`config.mk`:
```
export PLATFORM = sky130hd
export DESIGN_NAME = row_sum_mean_std_unit
export DESIGN_NICKNAME = d
export VERILOG_FILES = /design/src/hw/rtl/rsms_pkg.sv /design/src/hw/rtl/rsms_front.sv /design/src/hw/rtl/rsms_ctrl.sv /design/src/hw/rtl/rsms_dp.sv /design/src/hw/rtl/row_sum_mean_std_unit.sv
export SDC_FILE = /design/constraint.sdc
export NUM_CORES = 2
export LEC_CHECK = 0
export BUFFER_PORTS_ARGS = -buffer_cell sky130_fd_sc_hd__buf_2
export CAP_MARGIN = 20
export CORE_MARGIN = 5
export CORE_UTILIZATION = 45
export DETAILED_ROUTE_END_ITERATION = 10
export GPL_TIMING_DRIVEN = 0
export SLEW_MARGIN = 20
export SYNTH_ARGS = -nofsm -noshare
export SYNTH_HDL_FRONTEND = slang
export SYNTH_SLANG_ARGS = --single-unit
```
`constraint.sdc`:
```
create_clock -name clk -period 10.1 [get_ports clk]
set_input_delay 0.505 -clock clk [delete_from_list [all_inputs] [get_ports clk]]
set_output_delay 0.505 -clock clk [all_outputs]
set_load 0.05 [all_outputs]
```
`src/hw/rtl/rsms_pkg.sv`:
```
// Shared types and constants for the row statistics unit.
// Depends on nothing; every other file refers to it by scoped names.
package rsms_pkg;

	localparam int unsigned ELEM_W      = 16;
	localparam int unsigned LEN_W       = 13;
	localparam int unsigned SUM_W       = 29;
	localparam int unsigned SUMSQ_W     = 43;
	localparam int unsigned TOTAL_W     = 28;
	localparam int unsigned Q8_W        = 24;
	localparam int unsigned MAX_ROW_LEN = 4096;
	localparam int unsigned SQRT_STEPS  = 36;
	localparam int unsigned DIV_STEPS   = 36;
	localparam int unsigned STEP_W      = 6;

	// One closed row handed from the accumulator to the back end
	typedef struct packed {
		logic [LEN_W-1:0]          n;
		logic signed [SUM_W-1:0]   sum;
		logic [SUMSQ_W-1:0]        sumsq;
	} snap_t;

	// Commands from the controller to the datapath
	typedef struct packed {
		logic take;
		logic mul_lo;
		logic mul_hi;
		logic diff;
		logic sqrt_step;
		logic div_step;
		logic std_init;
		logic out_load;
	} cmd_t;

	// Status back to the controller
	typedef struct packed {
		logic snap_valid;
		logic out_free;
	} sts_t;

endpackage

```
`src/hw/rtl/rsms_front.sv`:
```
// Element accumulator: running sum, sum of squares and count per row.
// Depends on rsms_pkg.
module rsms_front (
	input  logic                                  clk,
	input  logic                                  arst_n,
	input  logic                                  cfg_valid,
	output logic                                  cfg_ready,
	input  logic [rsms_pkg::LEN_W-1:0]            cfg_data,
	input  logic                                  in_valid,
	output logic                                  in_ready,
	input  logic signed [rsms_pkg::ELEM_W-1:0]    element_value,
	input  logic                                  take,
	output logic                                  snap_valid,
	output rsms_pkg::snap_t                       snap,
	output logic                                  row_close
);

	logic [rsms_pkg::LEN_W-1:0]          row_len_q;
	logic [rsms_pkg::LEN_W-1:0]          count_q;
	logic signed [rsms_pkg::SUM_W-1:0]   sum_q;
	logic [rsms_pkg::SUMSQ_W-1:0]        sumsq_q;
	logic                                snap_valid_q;
	rsms_pkg::snap_t                     snap_q;

	logic [rsms_pkg::LEN_W-1:0]          eff;
	logic [rsms_pkg::LEN_W-1:0]          count_nx;
	logic signed [2*rsms_pkg::ELEM_W-1:0] sq;
	logic signed [rsms_pkg::SUM_W-1:0]   sum_nx;
	logic [rsms_pkg::SUMSQ_W-1:0]        sumsq_nx;
	logic                                accept;

	assign cfg_ready = 1'b1;
	assign in_ready  = !snap_valid_q;
	assign accept    = in_valid && in_ready;

	always_comb begin
		priority if (row_len_q == '0) begin
			eff = rsms_pkg::LEN_W'(1);
		end else if (row_len_q > rsms_pkg::LEN_W'(rsms_pkg::MAX_ROW_LEN)) begin
			eff = rsms_pkg::LEN_W'(rsms_pkg::MAX_ROW_LEN);
		end else begin
			eff = row_len_q;
		end
	end

	assign count_nx  = count_q + rsms_pkg::LEN_W'(1);
	assign sq        = element_value * element_value;
	assign sum_nx    = sum_q + rsms_pkg::SUM_W'(element_value);
	assign sumsq_nx  = sumsq_q + rsms_pkg::SUMSQ_W'(sq[2*rsms_pkg::ELEM_W-2:0]);
	assign row_close = accept && (count_nx >= eff);

	always_ff @(posedge clk or negedge arst_n) begin
		if (!arst_n) begin
			row_len_q    <= rsms_pkg::LEN_W'(1000);
			count_q      <= '0;
			sum_q        <= '0;
			sumsq_q      <= '0;
			snap_valid_q <= 1'b0;
		end else begin
			if (cfg_valid) begin
				row_len_q <= cfg_data;
			end
			if (take) begin
				snap_valid_q <= 1'b0;
			end
			if (accept) begin
				if (row_close) begin
					count_q      <= '0;
					sum_q        <= '0;
					sumsq_q      <= '0;
					snap_valid_q <= 1'b1;
				end else begin
					count_q <= count_nx;
					sum_q   <= sum_nx;
					sumsq_q <= sumsq_nx;
				end
			end
		end
	end

	// Payload snapshot of the closed row
	always_ff @(posedge clk) begin
		if (row_close) begin
			snap_q.n     <= count_nx;
			snap_q.sum   <= sum_nx;
			snap_q.sumsq <= sumsq_nx;
		end
	end

	assign snap_valid = snap_valid_q;
	assign snap       = snap_q;

endmodule

```
`src/hw/rtl/rsms_ctrl.sv`:
```
// Sequencer for the back end: multiply, difference, root and divides.
// Depends on rsms_pkg.
module rsms_ctrl (
	input  logic             clk,
	input  logic             arst_n,
	input  rsms_pkg::sts_t   sts,
	output rsms_pkg::cmd_t   cmd
);

	typedef enum logic [2:0] {
		S_IDLE, S_MUL_LO, S_MUL_HI, S_DIFF, S_ROOT, S_STD_INIT, S_DIV_STD, S_OUT
	} state_t;

	state_t                        state_q;
	logic [rsms_pkg::STEP_W-1:0]   step_q;

	always_comb begin
		cmd = '0;
		unique case (state_q)
			S_IDLE:     cmd.take      = sts.snap_valid;
			S_MUL_LO:   cmd.mul_lo    = 1'b1;
			S_MUL_HI:   cmd.mul_hi    = 1'b1;
			S_DIFF:     cmd.diff      = 1'b1;
			S_ROOT: begin
				cmd.sqrt_step = 1'b1;
				cmd.div_step  = 1'b1;
			end
			S_STD_INIT: cmd.std_init  = 1'b1;
			S_DIV_STD:  cmd.div_step  = 1'b1;
			S_OUT:      cmd.out_load  = sts.out_free;
			default:    cmd = '0;
		endcase
	end

	always_ff @(posedge clk or negedge arst_n) begin
		if (!arst_n) begin
			state_q <= S_IDLE;
			step_q  <= '0;
		end else begin
			unique case (state_q)
				S_IDLE:     if (sts.snap_valid) state_q <= S_MUL_LO;
				S_MUL_LO:   state_q <= S_MUL_HI;
				S_MUL_HI:   state_q <= S_DIFF;
				S_DIFF: begin
					step_q  <= '0;
					state_q <= S_ROOT;
				end
				S_ROOT: begin
					step_q <= step_q + rsms_pkg::STEP_W'(1);
					if (step_q == rsms_pkg::STEP_W'(rsms_pkg::SQRT_STEPS - 1)) begin
						state_q <= S_STD_INIT;
					end
				end
				S_STD_INIT: begin
					step_q  <= '0;
					state_q <= S_DIV_STD;
				end
				S_DIV_STD: begin
					step_q <= step_q + rsms_pkg::STEP_W'(1);
					if (step_q == rsms_pkg::STEP_W'(rsms_pkg::DIV_STEPS - 1)) begin
						state_q <= S_OUT;
					end
				end
				S_OUT:      if (sts.out_free) state_q <= S_IDLE;
				default:    state_q <= S_IDLE;
			endcase
		end
	end

endmodule

```
`src/hw/rtl/rsms_dp.sv`:
```
// Back-end datapath: variance numerator, bit-serial root, serial divider
// and the output register. Depends on rsms_pkg.
module rsms_dp (
	input  logic                                   clk,
	input  logic                                   arst_n,
	input  rsms_pkg::cmd_t                         cmd,
	input  rsms_pkg::snap_t                        snap,
	input  logic                                   out_ready,
	output logic                                   out_valid,
	output logic                                   out_free,
	output logic signed [rsms_pkg::TOTAL_W-1:0]    row_total,
	output logic signed [rsms_pkg::Q8_W-1:0]       mean_q8,
	output logic [rsms_pkg::Q8_W-1:0]              std_q8
);

	localparam int unsigned ABS_W  = 28;
	localparam int unsigned D_W    = 56;
	localparam int unsigned RAD_W  = 72;
	localparam int unsigned ROOT_W = 36;
	localparam int unsigned REM_W  = 38;
	localparam int unsigned DVD_W  = 36;
	localparam int unsigned LO_W   = 22;

	logic [rsms_pkg::LEN_W-1:0]          n_q;
	logic signed [rsms_pkg::SUM_W-1:0]   s_q;
	logic [ABS_W-1:0]                    sabs_q;
	logic                                neg_q;
	logic [rsms_pkg::SUMSQ_W-1:0]        qsum_q;
	logic [D_W-1:0]                      plo_q, phi_q, sq_q;
	logic [RAD_W-1:0]                    rad_q;
	logic [REM_W-1:0]                    rem_q;
	logic [ROOT_W-1:0]                   root_q;
	logic [DVD_W-1:0]                    dvd_q;
	logic [rsms_pkg::LEN_W-1:0]          rdr_q;
	logic [rsms_pkg::Q8_W-1:0]           mean_q;
	logic                                out_valid_q;
	logic signed [rsms_pkg::TOTAL_W-1:0] total_q;
	logic [rsms_pkg::Q8_W-1:0]           omean_q, ostd_q;

	logic [rsms_pkg::SUM_W-1:0]          s_abs;
	logic [D_W-1:0]                      d_val;
	logic [REM_W+1:0]                    rem_t;
	logic [REM_W+1:0]                    trial;
	logic [rsms_pkg::LEN_W:0]            rdr_t;
	logic                                qbit;

	assign s_abs = snap.sum[rsms_pkg::SUM_W-1] ? (-snap.sum) : snap.sum;
	assign d_val = plo_q + (phi_q << LO_W) - sq_q;

	// Root step: two radicand bits in, one root bit out
	assign rem_t = {rem_q, rad_q[RAD_W-1 -: 2]};
	assign trial = {2'b00, root_q, 2'b01};

	// Divide step: one quotient bit
	assign rdr_t = {rdr_q, dvd_q[DVD_W-1]};
	assign qbit  = rdr_t >= {1'b0, n_q};

	always_ff @(posedge clk) begin
		if (cmd.take) begin
			n_q    <= snap.n;
			s_q    <= snap.sum;
			sabs_q <= s_abs[ABS_W-1:0];
			neg_q  <= snap.sum[rsms_pkg::SUM_W-1];
			qsum_q <= snap.sumsq;
		end
		if (cmd.mul_lo) begin
			plo_q <= D_W'(n_q * qsum_q[LO_W-1:0]);
			sq_q  <= D_W'(sabs_q * sabs_q);
		end
		if (cmd.mul_hi) begin
			phi_q <= D_W'(n_q * qsum_q[rsms_pkg::SUMSQ_W-1:LO_W]);
		end
		if (cmd.diff) begin
			rad_q  <= {d_val, 16'b0};
			rem_q  <= '0;
			root_q <= '0;
			dvd_q  <= {sabs_q, 8'b0};
			rdr_q  <= '0;
		end
		if (cmd.sqrt_step) begin
			rad_q <= rad_q << 2;
			if (rem_t >= trial) begin
				rem_q  <= REM_W'(rem_t - trial);
				root_q <= {root_q[ROOT_W-2:0], 1'b1};
			end else begin
				rem_q  <= REM_W'(rem_t);
				root_q <= {root_q[ROOT_W-2:0], 1'b0};
			end
		end
		if (cmd.div_step) begin
			dvd_q <= {dvd_q[DVD_W-2:0], qbit};
			rdr_q <= qbit ? rsms_pkg::LEN_W'(rdr_t - {1'b0, n_q})
			              : rdr_t[rsms_pkg::LEN_W-1:0];
		end
		if (cmd.std_init) begin
			// Mean quotient is final here; truncate toward zero by sign fix-up
			mean_q <= neg_q ? (-dvd_q[rsms_pkg::Q8_W-1:0]) : dvd_q[rsms_pkg::Q8_W-1:0];
			dvd_q  <= root_q;
			rdr_q  <= '0;
		end
		if (cmd.out_load) begin
			total_q <= s_q[rsms_pkg::TOTAL_W-1:0];
			omean_q <= mean_q;
			ostd_q  <= dvd_q[rsms_pkg::Q8_W-1:0];
		end
	end

	always_ff @(posedge clk or negedge arst_n) begin
		if (!arst_n) begin
			out_valid_q <= 1'b0;
		end else begin
			priority if (cmd.out_load) begin
				out_valid_q <= 1'b1;
			end else if (out_ready) begin
				out_valid_q <= 1'b0;
			end
		end
	end

	assign out_free  = !out_valid_q || out_ready;
	assign out_valid = out_valid_q;
	assign row_total = total_q;
	assign mean_q8   = omean_q;
	assign std_q8    = ostd_q;

endmodule

```
`src/hw/rtl/row_sum_mean_std_unit.sv`:
```
// Row statistics unit: top level joining accumulator, controller and datapath.
// Depends on rsms_pkg, rsms_front, rsms_ctrl and rsms_dp.
//
// Usage:
//   Elements arrive on the in_valid/in_ready channel in row-major order, one
//   request per cycle while the accumulator is free. Each closed row yields one
//   request on out_valid/out_ready carrying the exact row total, the mean and
//   the population standard deviation, both in Q.8.
//   row_length is written through cfg_valid/cfg_data (cfg_ready is always high);
//   write it only while the unit is idle. Zero acts as one, values above 4096
//   saturate to 4096.
// Back-end sequence:
//   Once the closing element is accepted, the back end takes the snapshot,
//   runs the multiplies and the difference, then the bit-serial square root
//   (the mean divide runs alongside), the standard deviation divide and
//   finally the output load. The serial root and divider dominate this
//   sequence; the back end takes a new row only after finishing the last one.
//   The input pauses at every row end while the snapshot is handed over;
//   rows of 77 or more elements need no further wait, shorter rows stall the
//   input while a snapshot waits.
// Reset and stalls:
//   arst_n clears the counters, the accumulators and all valids, and sets
//   row_length to 1000. If the receiver stalls, the result holds in the output
//   register, the back end waits, and the input stops at the next row end.
module row_sum_mean_std_unit (
	input  logic                                   clk,
	input  logic                                   arst_n,
	input  logic                                   cfg_valid,
	output logic                                   cfg_ready,
	input  logic [rsms_pkg::LEN_W-1:0]             cfg_data,
	input  logic                                   in_valid,
	output logic                                   in_ready,
	input  logic signed [rsms_pkg::ELEM_W-1:0]     element_value,
	output logic                                   out_valid,
	input  logic                                   out_ready,
	output logic signed [rsms_pkg::TOTAL_W-1:0]    row_total,
	output logic signed [rsms_pkg::Q8_W-1:0]       mean_q8,
	output logic [rsms_pkg::Q8_W-1:0]              std_q8
);

	rsms_pkg::cmd_t  cmd;
	rsms_pkg::sts_t  sts;
	rsms_pkg::snap_t snap;
	logic            snap_valid;
	logic            out_free;
	logic            row_close;

	// Accumulate elements and hold the closed row
	rsms_front u_front (
		.clk           (clk),
		.arst_n        (arst_n),
		.cfg_valid     (cfg_valid),
		.cfg_ready     (cfg_ready),
		.cfg_data      (cfg_data),
		.in_valid      (in_valid),
		.in_ready      (in_ready),
		.element_value (element_value),
		.take          (cmd.take),
		.snap_valid    (snap_valid),
		.snap          (snap),
		.row_close     (row_close)
	);

	assign sts.snap_valid = snap_valid;
	assign sts.out_free   = out_free;

	// Sequence the back-end arithmetic
	rsms_ctrl u_ctrl (
		.clk    (clk),
		.arst_n (arst_n),
		.sts    (sts),
		.cmd    (cmd)
	);

	rsms_dp u_dp (
		.clk       (clk),
		.arst_n    (arst_n),
		.cmd       (cmd),
		.snap      (snap),
		.out_ready (out_ready),
		.out_valid (out_valid),
		.out_free  (out_free),
		.row_total (row_total),
		.mean_q8   (mean_q8),
		.std_q8    (std_q8)
	);

`ifndef ASSERT_OFF
	a_close_snaps: assert property (@(posedge clk) disable iff (!arst_n)
		row_close |=> snap_valid && !in_ready)
		else $error("closed row not held in snapshot");
	a_take_valid: assert property (@(posedge clk) disable iff (!arst_n)
		cmd.take |-> snap_valid)
		else $error("back end took an empty snapshot");
	a_load_free: assert property (@(posedge clk) disable iff (!arst_n)
		cmd.out_load |-> (!out_valid || out_ready))
		else $error("output register overwritten");
	a_load_raises: assert property (@(posedge clk) disable iff (!arst_n)
		cmd.out_load |=> out_valid)
		else $error("loaded result not presented");
`endif

endmodule
```
==> implementation parameters <==
Parameter                              Value

Critical path
  Launching point of the worst reg2reg path ... u_dp.sabs_q[9]
  Critical path's slowest cell ... clkbuf_1
  Sort of element at the end of the critical path ... flip-flop
  CP startpoint ... u_dp.sabs_q[9]
  Delay of the slowest cell on the worst path ... 0.76 ns
  Max FO, Critical Path ... 11
  CP startpoint kind ... flip-flop
  Dominant cell type by count on the critical path ... fa_1
  Worst path required time ... ~11 ns
  Worst endpoint data arrival time ... between 10 and 15 ns
  Critical path type ... reg -> reg

Layout
  Area of all placed cells without fillers ... between 0.09 and 0.1 mm²
  Fin nets ... roughly 10000
  Growth of design area from synthesis to finish ... 8.75%
  Area taken by flip-flops and latches ... between 0.02 and 0.025 mm²
  Post-route core utilization ... approximately 49%
  Combined area of the multi-input logic cells ... about 0.055 mm²
  Filler cell count in the final layout ... between 15000 and 20000
  Proportion of layout cells with a drive suffix above 1 ... under 10%

Detailed routing
  DRT Wirelength ... around 240 mm
  DRC marker count from the first detailed-route iteration ... 4200
  Detailed-routing iteration count for the pre-antenna-repair pass ... 10
  Number of antenna-violating nets in the routed design ... 0
  Routed via count divided by cell count ... around 5.3
  Routed WL per cell ... roughly 22 µm
  DRC violation count after routing ... 0
  Total number of vias ... between 50000 and 60000

Die
  Y dimension of the die ... roughly 440 µm
  Starting Density ... between 40 and 50%
  Row count ... 157
  Die Wd ... 439 µm
  Core region area ... approximately 0.18 mm²
  Die outline area ... between 0.15 and 0.2 mm²
  I/O Pins ... 113

Run status
  Run status ... finished clean

Yosys
  Area fraction of the dominant cell type after synthesis ... 30.8%
  Nets in the synthesized netlist ... ~10000
  Top cells by area, synth ... fa_1, edfxtp_1, ha_1
  Warnings from Yosys ... 0
  Post-synth EDFFs ... about 590
  Number of distinct library cell variants in the gate-level netlist after synthesis ... 96
  FFs w/ async S/R, synth ... between 10% and 20%
  Synth Cell Area ... between 0.08 and 0.09 mm²
  Avg Synthesized Cell Area ... ~10 µm²
  Syn Inst Count ... between 8000 and 9000
  Share of synthesized area occupied by flip-flops and latches ... between 20 and 25%
  Most common cell in the synthesized netlist ... inv_1
  Predominant post-synthesis flop cell ... edfxtp_1
  Commonest cells in the netlist ... inv_1, fa_1, nand2_1
  Area leader, netlist ... fa_1
  #FFs+latches synth ... around 700

Flow run
  Max_cap viols ... 0

Global route
  Number of global-route vias before repair ... approximately 61000
  Number of antenna violations at the first check in global routing ... 15
  Wire length of the first global-routing pass ... about 370 mm
  Pin count of the biggest net entering global routing ... 85
  Total congestion overflow ... 0
  Global-route usage over all layers ... 25.0%

Place
  Post-DP Area ... just under 0.09 mm²
  HPWL after detailed placement ... 195 mm
  Gp weighted congestion ... between 0.9 and 1
  Number of buffers inserted by port buffering ... about 110

Clock tree
  Clock root cell ... clkbuf_16
  Number of buffers inserted by post-CTS setup repair ... 0
  TritonCTS sink count ... 709
  Number of buffers created by CTS ... 86
  Reg clk slew, reported paths ... approximately 0.060 ns
  Buffer depth of the longest clock path ... 3
  Post-cts gate resize count ... 0
  Clk_lat worst skew ... between 0.6 and 0.7 ns
  CTS H-Tree Depth ... 3
  CTS tree ... done
  CTS Hold Buffers Added ... 1

Timing
  Setup TNS ... 0 ns
  Final setup violating endpoints ... 0
  RSZ-0062 raised after global routing ... false
  Min Tclk post-route ... about 10 ns
  Worst Tran Pin Value ... 1.25 ns
  Final count of hold timing violations ... 0
  Max-slew violation count ... 0
  Clk_skew ... 0.0447 ns
  Max-Slew Margin vs Limit ... 17.0%
  Final clock period utilization by the worst path ... 96.3%
  Upper clock frequency limit ... between 100 and 150 MHz

Min path
  Startpoint of the tightest hold check path ... cfg_data[7]
  HP Class ... in -> reg
==> cell usage in the layout (no fill, tap or decap), types with 113 or more instances in the layout <==
cell and instances:
inv_1 1706, fa_1 1272, nand2_1 923, ha_1 695, edfxtp_1 587, and2_1 405, nor2_1 331, xnor2_1 280
a21oi_1 279, clkbuf_1 277, o21ai_0 226, a21o_1 156, buf_2 113
==> area by class of cell <==
class                   instances  share of cell area [%]
clock inverters                65                   0.932
plain buffers                 285                    1.23
well taps                    2464                    3.42
clock buffers                  96                    2.49
inverters                    1715                    7.15
flip-flops and latches        709                    22.9
diodes                          6                  0.0167
repair buffers                132                    1.13
multi-input cells            5503                    60.7
==> worst paths after layout <==
| kind | endpoint | slack (ns) | cells past startpoint |
|---|---|---|---|
| worst max register to register | u_dp.sq_q[44] | 0.37 | 27 |
| worst max-delay path | u_dp.sq_q[44] | 0.37 | 27 |
| worst min-delay path | u_front.row_len_q[7] | 0.06 | 2 |
| max in group asynchronous | u_front.row_len_q[5] | 9.02 | 3 |
| worst min register to register | u_dp.qsum_q[32] | 0.41 | 0 |
| min in group asynchronous | u_front.sumsq_q[6] | 0.27 | 2 |
==> cell families after synthesis <==
kind of cell | count (synthesis) | share of synthesized area [%]
compound gates | 1073 | 8.56
xor+xnor | 382 | 4.04
fa+ha+maj | 1967 | 41.3
buf+inv | 2000 | 9.10
flops | 709 | 24.9
mux | 57 | 0.712
other cells | 1 | 0.00453
simple gates | 2023 | 11.4
==> flip-flops by register name, indices dropped and copies added (netlist names), 29 cells and up <==
register and flops:
u_front.snap 85, u_dp.rad_q 56, u_dp.sq_q 55, u_dp.qsum_q 43, u_front.sumsq_q 43, u_dp.rem_q 38, u_dp.dvd_q 36, u_dp.root_q 36
u_dp.plo_q 35, u_dp.phi_q 34, u_front.sum_q 29
==> through the flow <==
step	hold WS [ns]	setup slack [ns]	cells
4_1_cts	0.0109	0.543	11000
6_report	0.0643	0.374	11000
5_1_grt	0.0336	0.155	11000
3_3_place_gp	0.401	0.297	10800
3_5_place_dp	0.384	0.200	10800
2_1_floorplan	0.209	2.09	8212
==> layer usage <==
metal / GRT usage (%) / vias up / share of wire [%]
li1: - / 26500 / -
met1: 33.2 / 29400 / 42
met2: 40.7 / 1899 / 46
met3: 4.86 / 432 / 7.8
met4: 9.34 / 2 / 4.3
met5: 0 / - / 0.0042
==> worst max-delay path, delay by kind of cell, from the launching register on <==
family / cells / cell delay [ns]
AO/OA/AOI/OAI: 6 / 1.77
XOR/XNOR: 1 / 0.09
adder cells (fa/ha/maj): 8 / 3.97
buffers and inverters: 7 / 1.78
flip-flops: 1 / 0.60
AND/OR/NAND/NOR: 5 / 1.23
Power is not shown: default switching activity piles up to over one toggle a cycle in this logic, so the estimate is an artifact.
